`src/url_percent_decoder_core_macros.svh`:
```
// assertion macros shared by the url percent decoder modules
`ifndef URL_PERCENT_DECODER_CORE_MACROS_SVH
`define URL_PERCENT_DECODER_CORE_MACROS_SVH

`ifndef SYNTH
// property must hold at every clock edge outside reset
`define UPD_ASSERT(lbl, clk, rst, prop) \
   lbl: assert property (@(posedge clk) disable iff (rst) (prop)) \
      else $error("upd assertion failed");
// condition must never be seen outside reset
`define UPD_NEVER(lbl, clk, rst, cond) \
   lbl: assert property (@(posedge clk) disable iff (rst) !(cond)) \
      else $error("upd forbidden condition seen");
`else
`define UPD_ASSERT(lbl, clk, rst, prop)
`define UPD_NEVER(lbl, clk, rst, cond)
`endif

`endif

```
`src/upd_pkg.sv`:
```
// types, constants and helpers of the url percent decoder
package upd_pkg;

   localparam int unsigned MAX_OUT     = 3;
   localparam int unsigned CNT_W       = $clog2(MAX_OUT + 1);
   localparam int unsigned QUEUE_DEPTH = 2;
   localparam int unsigned QPTR_W      = (QUEUE_DEPTH > 1) ? $clog2(QUEUE_DEPTH) : 1;
   localparam int unsigned QCNT_W      = $clog2(QUEUE_DEPTH + 1);

   localparam logic [7:0] CH_PLUS    = 8'h2B;
   localparam logic [7:0] CH_SPACE   = 8'h20;
   localparam logic [7:0] CH_PERCENT = 8'h25;

   typedef enum logic [1:0] {
      PH_IDLE    = 2'd0,
      PH_PERCENT = 2'd1,
      PH_DIGIT   = 2'd2
   } phase_type;

   typedef struct packed {
      logic [MAX_OUT-1:0][7:0] bytes;
      logic [CNT_W-1:0]        count;
      logic                    last;
   } entry_type;

   typedef struct packed {
      logic empty;
      logic full;
   } queue_status_type;

   typedef struct packed {
      logic       ok;
      logic [3:0] nib;
   } hex_type;

   function automatic hex_type hex_decode(input logic [7:0] c);
      hex_type r;
      r.ok  = 1'b1;
      r.nib = 4'd0;
      if (c >= 8'h30 && c <= 8'h39) begin
         r.nib = 4'(c - 8'h30);
      end else if (c >= 8'h61 && c <= 8'h66) begin
         r.nib = 4'(c - 8'h57);
      end else if (c >= 8'h41 && c <= 8'h46) begin
         r.nib = 4'(c - 8'h37);
      end else begin
         r.ok = 1'b0;
      end
      return r;
   endfunction

endpackage

```
`src/upd_if.sv`:
```
// stream interfaces for raw and decoded bytes
interface upd_req_if;
   logic       valid;
   logic       ready;
   logic [7:0] in_byte;
   logic       in_last;

   modport source (output valid, output in_byte, output in_last, input ready);
   modport sink   (input valid, input in_byte, input in_last, output ready);
endinterface

interface upd_rsp_if;
   logic       valid;
   logic       ready;
   logic [7:0] out_byte;
   logic       out_last;

   modport source (output valid, output out_byte, output out_last, input ready);
   modport sink   (input valid, input out_byte, input out_last, output ready);
endinterface

```
`src/upd_front.sv`:
```
// front end: accepts raw bytes, tracks escape phase, builds result groups
module upd_front (
   input  logic                      clock,
   input  logic                      reset,
   upd_req_if.sink                   req_chan,
   input  upd_pkg::queue_status_type qstat,
   output logic                      push,
   output upd_pkg::entry_type        entry
);

   upd_pkg::phase_type phase_ff, phase_in;
   logic [7:0]         held_ff, held_in;

   upd_pkg::hex_type           hb;
   upd_pkg::hex_type           hh;
   logic [upd_pkg::CNT_W-1:0]  n;
   logic                       normal;
   logic                       accept;

   assign req_chan.ready = !qstat.full;
   assign accept         = req_chan.valid && !qstat.full;

   always_ff @(posedge clock) begin
      if (reset) begin
         phase_ff <= upd_pkg::PH_IDLE;
         held_ff  <= 8'd0;
      end else begin
         phase_ff <= phase_in;
         held_ff  <= held_in;
      end
   end

   always_comb begin
      hb          = upd_pkg::hex_decode(req_chan.in_byte);
      hh          = upd_pkg::hex_decode(held_ff);
      phase_in    = phase_ff;
      held_in     = held_ff;
      n           = '0;
      normal      = 1'b1;
      entry.bytes = '0;
      entry.last  = req_chan.in_last;

      unique case (phase_ff)
         upd_pkg::PH_PERCENT: begin
            if (hb.ok) begin
               held_in  = req_chan.in_byte;
               phase_in = upd_pkg::PH_DIGIT;
               normal   = 1'b0;
            end else begin
               entry.bytes[n] = upd_pkg::CH_PERCENT;
               n              = n + upd_pkg::CNT_W'(1);
               phase_in       = upd_pkg::PH_IDLE;
            end
         end
         upd_pkg::PH_DIGIT: begin
            if (hb.ok) begin
               // held digit is always hex here, so hh.nib is valid
               entry.bytes[n] = {hh.nib, hb.nib};
               n              = n + upd_pkg::CNT_W'(1);
               phase_in       = upd_pkg::PH_IDLE;
               normal         = 1'b0;
            end else begin
               entry.bytes[n] = upd_pkg::CH_PERCENT;
               n              = n + upd_pkg::CNT_W'(1);
               entry.bytes[n] = held_ff;
               n              = n + upd_pkg::CNT_W'(1);
               phase_in       = upd_pkg::PH_IDLE;
            end
         end
         default: begin
            // idle, and the unused phase code treated as idle
            phase_in = upd_pkg::PH_IDLE;
         end
      endcase

      if (normal) begin
         if (req_chan.in_byte == upd_pkg::CH_PLUS) begin
            entry.bytes[n] = upd_pkg::CH_SPACE;
            n              = n + upd_pkg::CNT_W'(1);
         end else if (req_chan.in_byte == upd_pkg::CH_PERCENT) begin
            phase_in = upd_pkg::PH_PERCENT;
         end else begin
            entry.bytes[n] = req_chan.in_byte;
            n              = n + upd_pkg::CNT_W'(1);
         end
      end

      // end of string: flush a pending escape literally
      if (req_chan.in_last) begin
         if (phase_in == upd_pkg::PH_PERCENT) begin
            entry.bytes[n] = upd_pkg::CH_PERCENT;
            n              = n + upd_pkg::CNT_W'(1);
         end else if (phase_in == upd_pkg::PH_DIGIT) begin
            entry.bytes[n] = upd_pkg::CH_PERCENT;
            n              = n + upd_pkg::CNT_W'(1);
            entry.bytes[n] = held_in;
            n              = n + upd_pkg::CNT_W'(1);
         end
         phase_in = upd_pkg::PH_IDLE;
      end

      if (phase_in == upd_pkg::PH_IDLE) begin
         held_in = 8'd0;
      end

      entry.count = n;

      if (!accept) begin
         phase_in = phase_ff;
         held_in  = held_ff;
      end
   end

   assign push = accept && (n != '0);

endmodule

```
`src/upd_queue.sv`:
```
// short queue of result groups between front and back
module upd_queue (
   input  logic                      clock,
   input  logic                      reset,
   input  logic                      push,
   input  upd_pkg::entry_type        push_entry,
   input  logic                      pop,
   output upd_pkg::entry_type        head,
   output upd_pkg::queue_status_type qstat
);

`include "url_percent_decoder_core_macros.svh"

   upd_pkg::entry_type           slot_ff [upd_pkg::QUEUE_DEPTH];
   logic [upd_pkg::QPTR_W-1:0]   wr_ptr_ff, wr_ptr_in;
   logic [upd_pkg::QPTR_W-1:0]   rd_ptr_ff, rd_ptr_in;
   logic [upd_pkg::QCNT_W-1:0]   cnt_ff, cnt_in;

   function automatic logic [upd_pkg::QPTR_W-1:0] ptr_next(
      input logic [upd_pkg::QPTR_W-1:0] p
   );
      logic [upd_pkg::QPTR_W-1:0] r;
      if (p == upd_pkg::QPTR_W'(upd_pkg::QUEUE_DEPTH - 1)) begin
         r = '0;
      end else begin
         r = p + upd_pkg::QPTR_W'(1);
      end
      return r;
   endfunction

   assign qstat.empty = (cnt_ff == '0);
   assign qstat.full  = (cnt_ff == upd_pkg::QCNT_W'(upd_pkg::QUEUE_DEPTH));
   assign head        = slot_ff[rd_ptr_ff];

   always_comb begin
      wr_ptr_in = push ? ptr_next(wr_ptr_ff) : wr_ptr_ff;
      rd_ptr_in = pop ? ptr_next(rd_ptr_ff) : rd_ptr_ff;
      cnt_in    = cnt_ff;
      if (push && !pop) begin
         cnt_in = cnt_ff + upd_pkg::QCNT_W'(1);
      end else if (pop && !push) begin
         cnt_in = cnt_ff - upd_pkg::QCNT_W'(1);
      end
   end

   always_ff @(posedge clock) begin
      if (reset) begin
         wr_ptr_ff <= '0;
         rd_ptr_ff <= '0;
         cnt_ff    <= '0;
      end else begin
         wr_ptr_ff <= wr_ptr_in;
         rd_ptr_ff <= rd_ptr_in;
         cnt_ff    <= cnt_in;
      end
   end

   always_ff @(posedge clock) begin
      if (push) begin
         slot_ff[wr_ptr_ff] <= push_entry;
      end
   end

   `UPD_NEVER(a_no_push_when_full, clock, reset, push && qstat.full)
   `UPD_NEVER(a_no_pop_when_empty, clock, reset, pop && qstat.empty)
   `UPD_ASSERT(a_cnt_bounded, clock, reset, cnt_ff <= upd_pkg::QCNT_W'(upd_pkg::QUEUE_DEPTH))

endmodule

```
`src/upd_back.sv`:
```
// back end: takes result groups apart into one output byte per transaction
module upd_back (
   input  logic                      clock,
   input  logic                      reset,
   input  upd_pkg::entry_type        head,
   input  upd_pkg::queue_status_type qstat,
   output logic                      pop,
   upd_rsp_if.source                 rsp_chan
);

`include "url_percent_decoder_core_macros.svh"

   upd_pkg::entry_type         cur_ff, cur_in;
   logic [upd_pkg::CNT_W-1:0]  pos_ff, pos_in;
   logic                       hold_valid_ff, hold_valid_in;
   logic                       rsp_valid_ff, rsp_valid_in;
   logic [7:0]                 out_byte_ff, out_byte_in;
   logic                       out_last_ff, out_last_in;
   logic                       load;

   assign rsp_chan.valid    = rsp_valid_ff;
   assign rsp_chan.out_byte = out_byte_ff;
   assign rsp_chan.out_last = out_last_ff;

   // output register may take a new byte when empty or being drained
   assign load = !rsp_valid_ff || rsp_chan.ready;
   assign pop  = load && !hold_valid_ff && !qstat.empty;

   always_comb begin
      cur_in        = cur_ff;
      pos_in        = pos_ff;
      hold_valid_in = hold_valid_ff;
      rsp_valid_in  = rsp_valid_ff;
      out_byte_in   = out_byte_ff;
      out_last_in   = out_last_ff;
      if (load) begin
         if (hold_valid_ff) begin
            out_byte_in   = cur_ff.bytes[pos_ff];
            out_last_in   = cur_ff.last && (pos_ff + upd_pkg::CNT_W'(1) == cur_ff.count);
            pos_in        = pos_ff + upd_pkg::CNT_W'(1);
            hold_valid_in = (pos_ff + upd_pkg::CNT_W'(1) != cur_ff.count);
            rsp_valid_in  = 1'b1;
         end else if (!qstat.empty) begin
            cur_in        = head;
            out_byte_in   = head.bytes[0];
            out_last_in   = head.last && (head.count == upd_pkg::CNT_W'(1));
            pos_in        = upd_pkg::CNT_W'(1);
            hold_valid_in = (head.count != upd_pkg::CNT_W'(1));
            rsp_valid_in  = 1'b1;
         end else begin
            rsp_valid_in = 1'b0;
         end
      end
   end

   always_ff @(posedge clock) begin
      if (reset) begin
         hold_valid_ff <= 1'b0;
         rsp_valid_ff  <= 1'b0;
         pos_ff        <= '0;
      end else begin
         hold_valid_ff <= hold_valid_in;
         rsp_valid_ff  <= rsp_valid_in;
         pos_ff        <= pos_in;
      end
   end

   always_ff @(posedge clock) begin
      cur_ff      <= cur_in;
      out_byte_ff <= out_byte_in;
      out_last_ff <= out_last_in;
   end

   `UPD_NEVER(a_no_pop_while_holding, clock, reset, pop && hold_valid_ff)
   `UPD_ASSERT(a_hold_pos_in_range, clock, reset, !hold_valid_ff || (pos_ff != '0 && pos_ff < cur_ff.count))
   `UPD_NEVER(a_last_ends_group, clock, reset, rsp_valid_ff && out_last_ff && hold_valid_ff)

endmodule

```
`src/url_percent_decoder_core.sv`:
```
// top level of the streaming url percent decoder
//
//   channel   dir   handshake             payload
//   req_chan  in    valid / ready         in_byte[7:0], in_last
//   rsp_chan  out   valid / ready         out_byte[7:0], out_last
//
// one raw byte is taken per cycle while the group queue has room
// a raw byte yields zero to three decoded bytes; the back end sends one per cycle while
// rsp_chan.ready holds, so a byte that yields n results takes n output transfers
// a decoded byte passes through the group queue and then the output register
// synchronous active-high reset clears the escape phase, queue and output valid bit
// a stalled output fills the queue, after which req_chan.ready drops
module url_percent_decoder_core (
   input  logic      clock,
   input  logic      reset,
   upd_req_if.sink   req_chan,
   upd_rsp_if.source rsp_chan
);

   upd_pkg::queue_status_type qstat;
   upd_pkg::entry_type        push_entry;
   upd_pkg::entry_type        head;
   logic                      push;
   logic                      pop;

   upd_front u_front (
      .clock    (clock),
      .reset    (reset),
      .req_chan (req_chan),
      .qstat    (qstat),
      .push     (push),
      .entry    (push_entry)
   );

   upd_queue u_queue (
      .clock      (clock),
      .reset      (reset),
      .push       (push),
      .push_entry (push_entry),
      .pop        (pop),
      .head       (head),
      .qstat      (qstat)
   );

   upd_back u_back (
      .clock    (clock),
      .reset    (reset),
      .head     (head),
      .qstat    (qstat),
      .pop      (pop),
      .rsp_chan (rsp_chan)
   );

endmodule
```
`src/flat_wrapper.sv`:
```
// flat-port wrapper written by rule: the top's interface ports become plain ports
module url_percent_decoder_core_flat 
  (clock, reset, req_chan_valid, req_chan_in_byte, req_chan_in_last, req_chan_ready, rsp_chan_valid, rsp_chan_out_byte, rsp_chan_out_last, rsp_chan_ready);
  upd_req_if req_chan_i ();
  upd_rsp_if rsp_chan_i ();
  input  logic clock;
  input  logic reset;
  input wire logic [$bits(req_chan_i.valid)-1:0] req_chan_valid;
  input wire logic [$bits(req_chan_i.in_byte)-1:0] req_chan_in_byte;
  input wire logic [$bits(req_chan_i.in_last)-1:0] req_chan_in_last;
  output wire logic [$bits(req_chan_i.ready)-1:0] req_chan_ready;
  output wire logic [$bits(rsp_chan_i.valid)-1:0] rsp_chan_valid;
  output wire logic [$bits(rsp_chan_i.out_byte)-1:0] rsp_chan_out_byte;
  output wire logic [$bits(rsp_chan_i.out_last)-1:0] rsp_chan_out_last;
  input wire logic [$bits(rsp_chan_i.ready)-1:0] rsp_chan_ready;
  assign req_chan_i.valid = req_chan_valid;
  assign req_chan_i.in_byte = req_chan_in_byte;
  assign req_chan_i.in_last = req_chan_in_last;
  assign req_chan_ready = req_chan_i.ready;
  assign rsp_chan_valid = rsp_chan_i.valid;
  assign rsp_chan_out_byte = rsp_chan_i.out_byte;
  assign rsp_chan_out_last = rsp_chan_i.out_last;
  assign rsp_chan_i.ready = rsp_chan_ready;
  url_percent_decoder_core u_core (.clock(clock), .reset(reset), .req_chan(req_chan_i), .rsp_chan(rsp_chan_i));
endmodule
```
`config.mk`:
```
export PLATFORM = sky130hd
export DESIGN_NAME = url_percent_decoder_core_flat
export DESIGN_NICKNAME = d
export VERILOG_FILES = /design/src/upd_pkg.sv /design/src/upd_if.sv /design/src/upd_front.sv /design/src/upd_queue.sv /design/src/upd_back.sv /design/src/url_percent_decoder_core.sv /design/src/flat_wrapper.sv
export VERILOG_INCLUDE_DIRS = /design/src /design/src/src
export SDC_FILE = /design/constraint.sdc
export NUM_CORES = 1
export LEC_CHECK = 0
export ABC_AREA = 1
export BUFFER_PORTS_ARGS = -buffer_cell sky130_fd_sc_hd__buf_2
export CORE_ASPECT_RATIO = 1.25
export CORE_MARGIN = 2
export CORE_UTILIZATION = 45
export DETAILED_ROUTE_END_ITERATION = 12
export GPL_ROUTABILITY_DRIVEN = 1
export PLACE_DENSITY_LB_ADDON = 0.25
export SLEW_MARGIN = 10
export SYNTH_ARGS = -nofsm -noshare
export SYNTH_HDL_FRONTEND = slang
export SYNTH_HIERARCHICAL = 1
export SYNTH_SLANG_ARGS = --single-unit
export TNS_END_PERCENT = 1
```
`constraint.sdc`:
```
create_clock -name clock -period 10.3 [get_ports clock]
set_input_delay 1.545 -clock clock [delete_from_list [all_inputs] [get_ports clock]]
set_output_delay 1.545 -clock clock [all_outputs]
set_load 0.02 [all_outputs]
```
==> results of run 1 <==
-- report_power, final --
part / internal (W) / switching [W] / leakage (nW)
registers: 0.000622 / 0.0000447 / 1.01
logic: 0.000125 / 0.000209 / 1.37
clock network: 0.000197 / 0.000152 / 0.155
total: 0.000945 / 0.000405 / 2.53
-- sequential cells by signal (all words and copies together) (netlist names), named ones only --
signal,cells
u_core/u_queue/slot_ff,54
u_core/u_front/held_ff,8
u_core/u_back/rsp_chan.out_last,1
u_core/u_back/pos_ff,2
u_core/u_back/rsp_chan.out_byte,8
u_core/u_queue/rd_ptr_ff,1
u_core/u_front/phase_ff,2
u_core/u_back/hold_valid_ff,1
u_core/u_queue/cnt_ff,2
u_core/u_back/rsp_chan.valid,1
u_core/u_back/cur_ff,27
u_core/u_queue/wr_ptr_ff,1
-- metal layers --
layer  vias up  global-route usage (%)  wire length [µm]  part of all wire (%)
met5         -                       0                 0                     0
met4         0                    13.7               925                   7.1
met3        50                    3.27               450                   3.4
met2       116                    33.8              6540                    50
met1      1909                    22.1              5200                    40
li1       2022                       -                 -                     -
-- cells in the final DEF (no fill, tap or decap), types with 4 or more instances in the layout --
| cell type | n |
|---|---|
| a21oi_1 | 28 |
| a21oi_2 | 4 |
| a31oi_1 | 9 |
| buf_2 | 23 |
| clkbuf_16 | 9 |
| dfxtp_1 | 19 |
| edfxtp_1 | 90 |
| ha_1 | 16 |
| inv_1 | 66 |
| inv_2 | 4 |
| mux2_2 | 7 |
| mux2_4 | 20 |
| nand2_1 | 112 |
| nand2_2 | 7 |
| nand3_1 | 32 |
| nand4_1 | 8 |
| nor2_1 | 57 |
| nor2_2 | 4 |
| nor3_1 | 6 |
| o211ai_1 | 5 |
| o21ai_0 | 28 |
| o21ai_1 | 8 |
-- cells in the mapped netlist (2+ instances only) --
master / number / area (µm²)
o21ai_1: 8 / 40.0
inv_1: 66 / 248
o211ai_1: 5 / 37.5
clkbuf_1: 4 / 15.0
buf_6: 6 / 67.6
nand2_4: 3 / 33.8
nand2_1: 112 / 420
mux2_2: 7 / 78.8
mux2_4: 20 / 300
nand3_2: 3 / 30.0
nand4_1: 8 / 50.1
nor2_1: 58 / 218
nand2_8: 3 / 60.1
a31oi_1: 9 / 56.3
o21ai_0: 28 / 140
o22ai_1: 2 / 12.5
buf_2: 2 / 10.0
buf_12: 2 / 40.0
nor2_4: 3 / 33.8
buf_4: 2 / 15.0
ha_1: 16 / 200
a21oi_1: 28 / 140
a22oi_1: 2 / 15.0
xor2_1: 2 / 17.5
a21oi_2: 4 / 35.0
dfxtp_1: 19 / 380
o21a_1: 2 / 15.0
a21boi_0: 2 / 15.0
nand2_2: 7 / 43.8
nor3_1: 7 / 35.0
inv_2: 4 / 15.0
edfxtp_1: 90 / 2700
o21ai_2: 2 / 17.5
nand3_1: 32 / 160
nor2_2: 3 / 18.8
-- worst reg2reg max path: stages (launching register included) --
cell and delay (ns):
dfxtp_1 0.33, inv_1 0.05, ha_1 0.29, nand3_1 0.17, nand2_1 0.15, inv_1 0.09
ha_1 0.29, inv_1 0.06, nor2_1 0.04, nor2_1 0.24, ha_1 0.29, inv_1 0.14
nand3_1 0.10, nand2_1 0.05, nand2_1 0.07, nand2_1 0.10, a21oi_2 0.22, nand2_1 0.08
inv_1 0.78
-- worst max path at each step --
stage	slack, ns	cells past startpoint	endpoint
after CTS	5.02	23	u_core/u_queue/slot_ff[1][19]
after detailed placement	4.66	23	u_core/u_queue/slot_ff[1][25]
final	4.99	23	u_core/u_queue/slot_ff[1][3]
after floorplan	4.93	21	u_core/u_queue/slot_ff[0][0]
after global placement	4.84	22	u_core/u_queue/slot_ff[1][26]
after global routing	4.56	23	u_core/u_queue/slot_ff[1][19]
-- kinds of logic after synthesis --
kind of cell    Yosys count  share of synthesized area [%]
fa+ha+maj                16                           3.43
simple gates            242                           19.7
xor+xnor                  3                          0.450
buf+inv                  89                           7.29
flops                   109                           52.8
mux                      27                           6.50
compound gates           97                           9.82
-- cell type report --
type | instances | share of cell area [%]
Sequential cell | 109 | 48.6
Multi-Input combinational cell | 385 | 36.8
Inverter | 72 | 4.32
Clock buffer | 10 | 3.77
Clock inverter | 6 | 1.08
Timing Repair Buffer | 26 | 2.17
Tap cell | 168 | 3.31
-- metrics by stage --
stage	setup WS [ns]	cells	power (W)	hold slack (ns)	cell area, µm²
floorplan	4.93	583	0.000949	0.462	5830
global placement	4.84	760	0.00101	0.477	6040
detailed placement	4.66	760	0.00102	0.481	6040
CTS	5.02	776	0.00137	0.492	6350
global route	4.56	776	0.00143	0.515	6350
finish	4.99	776	0.00135	0.485	6350
==> run_results.csv, run 1 <==
group,metric,value,unit
yosys,synth_edf_count,90,
floorplan,io_pins,24,
yosys,syn_area,0.00583,mm²
setup_path,path_class,"in -> reg",
setup_path,cp_top_family,"buffers and inverters",
final_layout,insertedDiodeCount,0,
power_and_ir_drop,p_leak,2.53,nW
floorplan,rows,46,
final_layout,multi_input_area,0.00233,mm²
timing,maxSlewHeadroom,28.0,%
worst_hold_path,holdPathStages,2,
setup_path,reg2reg_to,"u_core/u_queue/slot_ff[1][3]",
route,dr.pass1.iters,4,
placed_design,dpl.hpwl,10100,µm
route,finalWirelength,13100,µm
setup_path,r2r_start,"u_core/u_front/phase_ff[1]",
grt,gr-total-overflow,0,
yosys,synth_warnings,6,
grt,grt_first_pass_wirelength,21400,µm
final_layout,layout-drive-gt1-share,18.1,%
timing,fmax,188,MHz
timing,final-hold-violation-count,0,
placed_design,io_buffers,23,
floorplan,die_y,131,µm
yosys,synthArstFlopShare,0,%
route,routed_via_density,5.28,
yosys,syn_inst,583,
route,drc,0,
setup_path,critPathMaxStageDelay,0.78,ns
setup_path,r2r_cells,18,
route,ant_nets,0,
clock_network,cts_resized,0,
grt,grt_max_degree,29,
clock_network,cts_sinks,109,
yosys,synth.avg_cell_area,10.0,µm²
setup_path,cp_max_fo,28,
clock_network,clockBufferDepth,2,
yosys,synth_cell_types,47,
setup_path,cp_num_buf_inv,7,
floorplan,core_area,0.0127,mm²
clock_network,cts_tree,"yes",
floorplan,start_util,46.1,%
clock_network,postCtsHoldBufs,0,
route,vias,4097,
clock_network,cts_buffers,9,
route,drt_iter0_markers,271,
setup_path,crit_slowest_cell,"inv_1",
timing,period_needed,5.31,ns
grt,grtUsageTotal,19.7,%
final_layout,final-seq-area,0.00308,mm²
timing,setup_tns,0,ns
setup_path,crit_path_cell_trace,"buf_2 > inv_1 > ha_1 > inv_1 > nand3_2 > nand3_4 > nand2_8 > nand2_1 > nand2_1 > inv_1 > ha_1 > inv_1 > nor2_1 > nor2_1 > ha_1 > inv_1 > nand3_1 > nand2_1 > nand2_1 > nand2_1 > a21oi_2 > nand2_1 > inv_1",
clock_network,cts.clk_slew.worst_paths,0.07,ns
clock_network,htreeDepth,3,
grt,antenna_found_initial,0,
yosys,synth_nets,612,
clock_network,cts.repair_timing.setup_buffer_count,0,
grt,grt_pass1_vias,4226,
timing,setup_violations,0,
run,maxCapViolations,0,
final_layout,layout.nets,632,
floorplan,dieWidth,106,µm
setup_path,arrival,5.26,ns
final_layout,area_growth_syn_to_layout,8.77,%
power_and_ir_drop,vdd_drop_max,0.0000967,V
clock_network,cts_root_buf,"clkbuf_16",
clock_network,clk_latency,0.34,ns
yosys,yosysSeqAreaShare,52.8,%
yosys,synth-main-ff-cell,"edfxtp_1",
worst_hold_path,min_from,"u_core/u_front/phase_ff[0]",
timing,clock_skew,0.0113,ns
setup_path,crit_path_start_kind,"input port",
setup_path,r2r_slack,6.37,ns
timing,finalMaxSlewViolations,0,
setup_path,endpoint_kind,"register",
setup_path,crit_start,"req_chan_in_byte[1]",
route,wl_per_cell,16.9,µm
timing,worst_slew_pin_slew,1.08,ns
setup_path,crit_required,10.25,ns
final_layout,fin_util,50.1,%
timing,min_period_over_period,51.5,%
worst_hold_path,min_path_type,"reg -> reg",
worst_hold_path,holdPathEnd,"u_core/u_front/phase_ff[0]",
final_layout,nFillCells,1199,
floorplan,dieArea,0.0139,mm²
power_and_ir_drop,power.density,213,mW/mm²
placed_design,gp_congestion,0.983,
yosys,synth-seq-cells,109,
outcome,status,"finished clean",
timing,grt_setup_unrepaired,"false",
No activity file was read; power rests on OpenSTA's default activity.
==> inputs of run 2 (changes only) <==
- clock period: 10.3 -> 5.5 ns (I/O delays scaled with it)
==> run 2 against run 1 <==
Non-clock buffer count grew 1. Register-to-register slack lost 4.3 ns. Utilization is essentially flat. First-iteration DRC count grew 8.1%. Die area is the same. Final area is essentially flat. Via count grew 0.71%. Clock skew shrank 0.0014 ns. Clock power grew 84%. Critical path depth is the same. Largest cell class unchanged.
==> run_results.csv, run 2 (same netlist as run 1, synthesis figures left out) <==
group,metric,value,unit
outcome,status,"finished clean",
floorplan,core_area,0.0127,mm²
setup_path,reg2reg_to,"u_core/u_queue/slot_ff[0][14]",
power_and_ir_drop,power.density,398,mW/mm²
clock_network,postCtsHoldBufs,0,
setup_path,crit_start,"req_chan_in_byte[0]",
timing,layout_setup_ws,1.36,ns
setup_path,r2r_start,"u_core/u_front/phase_ff[1]",
clock_network,cts_sinks,109,
clock_network,cts_tree,"yes",
floorplan,rows,46,
final_layout,area_growth_syn_to_layout,8.75,%
worst_hold_path,min_path_type,"reg -> reg",
final_layout,insertedDiodeCount,0,
final_layout,largest_register_ffs,54,
setup_path,path_class,"in -> reg",
timing,grt_setup_unrepaired,"false",
placed_design,placed_cells,761,
route,wl_per_cell,17.4,µm
route,drc,0,
route,vias,4126,
timing,finalMaxSlewViolations,0,
clock_network,cts_root_buf,"clkbuf_16",
power_and_ir_drop,vdd_drop_max,0.000169,V
final_layout,layout.nets,633,
timing,final-hold-violation-count,0,
placed_design,io_buffers,23,
setup_path,arrival,4.14,ns
clock_network,cts.clk_slew.worst_paths,0.07,ns
timing,min_period_over_period,75.3,%
setup_path,endpoint_kind,"register",
grt,gr-total-overflow,0,
timing,fmax,241,MHz
final_layout,layout-drive-gt1-share,17.9,%
timing,clock_skew,0.00990,ns
setup_path,crit_path_start_kind,"input port",
grt,grtUsageTotal,20.2,%
timing,fin_hold_ws,0.491,ns
final_layout,top_register,"u_core/u_queue/slot_ff",
clock_network,clk_latency,0.34,ns
route,dr.pass1.iters,6,
grt,grt_max_degree,29,
route,wl_met2,7050,µm
floorplan,start_util,46.1,%
run,maxCapViolations,0,
floorplan,dieWidth,106,µm
setup_path,cp_max_fo,27,
setup_path,r2r_cells,19,
final_layout,layout_common_cells,"112 x nand2_1, 90 x edfxtp_1, 66 x inv_1",
route,ant_nets,0,
timing,setup_violations,0,
clock_network,htreeDepth,3,
timing,worst_slew_pin_slew,0.816,ns
final_layout,layout_commonest_cell,"nand2_1",
route,routed_via_density,5.31,
route,finalWirelength,13500,µm
clock_network,clockBufferDepth,2,
floorplan,dieArea,0.0139,mm²
grt,grt_first_pass_wirelength,21500,µm
setup_path,r2r_slack,2.04,ns
floorplan,io_pins,24,
timing,maxSlewHeadroom,45.5,%
final_layout,fin_cells,777,
clock_network,cts.repair_timing.setup_buffer_count,0,
floorplan,die_y,131,µm
placed_design,gp_congestion,0.924,
route,drt_iter0_markers,293,
timing,period_needed,4.14,ns
power_and_ir_drop,p_leak,2.53,nW
route,routed-wl-met3,569,µm
clock_network,cts_buffers,9,
route,wl_met1,5270,µm
route,dr.max_layer_used,"met4",
setup_path,crit_required,5.50,ns
timing,setup_tns,0,ns
placed_design,pre_cts_ws,1.03,ns
final_layout,largestRegisters,"u_core/u_queue/slot_ff (54), u_core/u_back/cur_ff (27)",
setup_path,endpoint,"u_core/u_queue/slot_ff[0][14]",
grt,antenna_found_initial,0,
grt,grt_pass1_vias,4118,
clock_network,cts_resized,0,
placed_design,dpl.hpwl,10300,µm
## run 2: worst min-delay path by stage
stage | start | end | slack [ns] | depth (start not counted)
after detailed placement | u_core/u_front/held_ff[7] | u_core/u_front/held_ff[7] | 0.48 | 2
after CTS | u_core/u_front/held_ff[7] | u_core/u_front/held_ff[7] | 0.49 | 2
after global routing | u_core/u_front/held_ff[7] | u_core/u_front/held_ff[7] | 0.53 | 2
after global placement | u_core/u_front/phase_ff[0] | u_core/u_front/phase_ff[0] | 0.48 | 2
after floorplan | u_core/u_front/phase_ff[1] | u_core/u_front/phase_ff[1] | 0.46 | 2
final | u_core/u_front/held_ff[7] | u_core/u_front/held_ff[7] | 0.49 | 2
## run 2: layout make-up
| class | count | area, µm² |
|---|---|---|
| fillers | 1215 | 6320 |
| repair buffers | 27 | 145 |
| inverters | 72 | 274 |
| clock buffers | 12 | 246 |
| well taps | 168 | 210 |
| clock inverters | 4 | 52.6 |
| flip-flops and latches | 109 | 3080 |
| multi-input cells | 385 | 2330 |
## run 2: layer usage
layer | vias to the layer above | GRT usage [%]
li1 | 2031 | -
met1 | 1934 | 22.6
met2 | 119 | 35.8
met3 | 42 | 3.77
met4 | 0 | 10.9
met5 | - | 0
## run 2: metrics by stage
step	utilization [%]	cell area, µm²	power, W
2_1_floorplan	-	5830	0.00178
3_3_place_gp	47.7	6050	0.00189
3_5_place_dp	47.7	6050	0.00191
4_1_cts	50.1	6340	0.00256
5_1_grt	50.1	6340	0.00268
6_report	50.1	6340	0.00253
## run 2: worst max-delay path, cell delays in order
cell,delay [ns]
buf_2,0.14
inv_1,0.14
ha_1,0.28
o21ai_2,0.13
nand2_2,0.07
nand2_4,0.13
nand2_8,0.10
nor2_4,0.19
inv_2,0.10
ha_1,0.28
inv_1,0.05
nor2_1,0.04
nor2_1,0.22
ha_1,0.26
inv_1,0.13
nand3_1,0.11
nand2_1,0.05
nand2_1,0.07
nand2_1,0.09
a21oi_2,0.22
inv_1,0.08
nor2_2,0.08
buf_4,0.33
## run 2: power by group
| part | internal [W] | total [W] | switching (W) | leakage, nW |
|---|---|---|---|---|
| Combinational | 0.000236 | 0.000632 | 0.000396 | 1.37 |
| Sequential | 0.00117 | 0.00125 | 0.0000870 | 1.01 |
| Clock | 0.000368 | 0.000643 | 0.000274 | 0.148 |
==> inputs of run 3 (changes only) <==
- ABC_AREA: 1 -> 0
- clock period: 5.5 -> 4.15 ns (I/O delays scaled with it)
==> run 3 against run 2 <==
Clock power increased by 34%. Sequential share of layout area about the same. Utilization increased by 2.8 points. Sequential power increased by 38%. Sequential cell count unchanged. Global-route usage decreased by 0.067 points. Area after synthesis decreased by 6.0%. Wire length decreased by 9.4%. Die area decreased by 5.8%. Worst hold slack improved by 0.016 ns.
==> run_results.csv, run 3 <==
group,metric,value,unit
route,drt_iter0_markers,307,
floorplan,die_y,127,µm
clock_network,cts_tree,"yes",
grt,grt_max_degree,28,
placed_design,gp_congestion,0.961,
grt,grt_first_pass_wirelength,20000,µm
timing,clock_skew,0.00945,ns
setup_path,crit_required,4.42,ns
yosys,synth_common_cells,"90 x edfxtp_1, 37 x nor2_1, 32 x a21oi_1, 29 x mux2_2, 23 x nand2_1",
grt,grt_pass1_vias,3828,
route,ant_nets,0,
power_and_ir_drop,power.density,532,mW/mm²
yosys,yosysTopAreaCell,"edfxtp_1",
floorplan,dieWidth,103,µm
yosys,synth_area_leaders,"edfxtp_1 49%, dfxtp_1 6.9%, mux2_2 6.0%",
floorplan,start_util,45.7,%
yosys,syn_area,0.00548,mm²
final_layout,layout-drive-gt1-share,25.4,%
yosys,synth_nets,485,
placed_design,placed_area,0.00603,mm²
timing,min_period_over_period,95.4,%
timing,layout_setup_ws,0.191,ns
setup_path,cp_max_fo,5,
yosys,yosysTopAreaCellShare,49.3,%
clock_network,cts.repair_timing.setup_buffer_count,0,
route,finalWirelength,12300,µm
final_layout,multi_input_area,0.00227,mm²
final_layout,area_growth_syn_to_layout,15.6,%
setup_path,endpoint_kind,"register",
final_layout,layout_commonest_cell,"edfxtp_1",
clock_network,cts_root_buf,"clkbuf_16",
setup_path,r2r_slack,0.75,ns
placed_design,pre_cts_ws,-0.171,ns
clock_network,cts_buffers,9,
final_layout,fin_util,52.9,%
yosys,synth_warnings,6,
final_layout,top_register,"u_core/u_queue/slot_ff",
floorplan,dieArea,0.0131,mm²
final_layout,final-seq-area,0.00308,mm²
floorplan,rows,45,
final_layout,largest_register_ffs,54,
placed_design,dpl.hpwl,9160,µm
setup_path,crit_path_start_kind,"input port",
final_layout,layout.nets,532,
route,dr.pass1.iters,5,
yosys,synth_edf_count,90,
final_layout,largestRegisters,"u_core/u_queue/slot_ff (54), u_core/u_back/cur_ff (27)",
grt,use_met2,34.6,%
final_layout,insertedDiodeCount,0,
yosys,synth-seq-cells,109,
floorplan,core_area,0.0120,mm²
clock_network,postCtsHoldBufs,0,
power_and_ir_drop,p_leak,2.28,nW
clock_network,clockBufferDepth,2,
timing,worst_slew_pin_slew,1.20,ns
grt,busiest_layer,"met2",
timing,maxSlewHeadroom,18.2,%
run,maxCapViolations,0,
yosys,synthArstFlopShare,0,%
clock_network,htreeDepth,3,
power_and_ir_drop,vdd_drop_max,0.000259,V
setup_path,arrival,4.23,ns
timing,fmax,253,MHz
yosys,synth-main-ff-cell,"edfxtp_1",
grt,antenna_found_initial,0,
floorplan,io_pins,24,
yosys,synth.avg_cell_area,12.0,µm²
yosys,synth_cell_types,72,
timing,period_needed,3.96,ns
final_layout,nFillCells,1038,
grt,gr-total-overflow,0,
grt,grtUsageTotal,20.1,%
clock_network,cts.clk_slew.worst_paths,0.07,ns
worst_hold_path,min_path_type,"reg -> reg",
placed_design,io_buffers,23,
clock_network,cts_sinks,109,
setup_path,path_class,"in -> reg",
timing,grt_setup_unrepaired,"false",
route,drc,0,
clock_network,cts_resized,0,
timing,final-hold-violation-count,0,
final_layout,postLayoutCellArea,0.00634,mm²
grt,use_met3,3.39,%
clock_network,clk_latency,0.34,ns
yosys,yosysSeqAreaShare,56.2,%
outcome,status,"finished clean",
grt,grt_use_met1,24.8,%
route,wl_per_cell,18.2,µm
route,vias,3841,
timing,finalMaxSlewViolations,0,
yosys,syn_inst,456,
timing,setup_violations,0,
yosys,yosysMostFrequentCell,"edfxtp_1",
final_layout,layout_common_cells,"90 x edfxtp_1, 35 x nor2_1, 31 x a21oi_1, 31 x buf_4, 29 x mux2_2",
route,routed_via_density,5.72,
==> run 3: worst paths after layout <==
path         cells after the start                        from                        to
min                              2    u_core/u_queue/rd_ptr_ff                  register
min reg2reg                      2    u_core/u_queue/rd_ptr_ff                  register
max reg2reg                     13  u_core/u_front/phase_ff[1]  u_core/u_queue/cnt_ff[1]
max                             16         req_chan_in_byte[0]  u_core/u_queue/cnt_ff[1]
==> run 3: critical path, stage by stage <==
cell and delay (ns):
buf_2 0.13, inv_1 0.08, ha_1 0.17, or3b_4 0.38
and3_4 0.17, nor2_4 0.19, nand2_1 0.12, ha_1 0.36
a31oi_4 0.25, ha_1 0.27, a32o_1 0.24, a211o_1 0.28
a31oi_4 0.18, ha_1 0.28, or3_1 0.35, a21oi_1 0.14
==> run 3: report_power, final <==
| group | total (W) | switching, W | internal, W | leakage (nW) |
|---|---|---|---|---|
| clock network | 0.000860 | 0.000383 | 0.000477 | 0.148 |
| logic | 0.000796 | 0.000442 | 0.000354 | 1.13 |
| registers | 0.00172 | 0.000144 | 0.00158 | 1.01 |
==> run 3: layer usage <==
layer	wire, µm	vias to the layer above
met4	318	0
met2	6380	114
met1	5050	1863
li1	-	1837
met5	0	-
met3	506	27
==> run 3: area by class of cell <==
cell class / count / share of cell area (%)
clock inverters: 7 / 1.28
inverters: 23 / 1.36
multi-input cells: 304 / 35.8
clock buffers: 9 / 3.55
well taps: 164 / 3.24
flip-flops and latches: 109 / 48.6
repair buffers: 56 / 6.12
==> run 3: metrics by stage <==
step	power [W]	setup TNS [ns]	hold slack [ns]	instances
detailed placement	0.00255	-7.58	0.495	656
CTS	0.00342	0	0.505	672
finish	0.00337	0	0.506	672
global placement	0.00253	-0.292	0.487	656
global route	0.00357	0	0.554	672
floorplan	0.00232	0	0.461	456
==> run 3: cell families (layout without fill, tap and decap cells) <==
family          Yosys count  count (layout)  synth area share [%]
buf+inv                  43              95                  3.63
mux                      40              40                  7.96
compound gates          120             120                  15.7
xor+xnor                  6               6                 0.958
simple gates            122             122                  11.8
fa+ha+maj                16              16                  3.65
flops                   109             109                  56.2
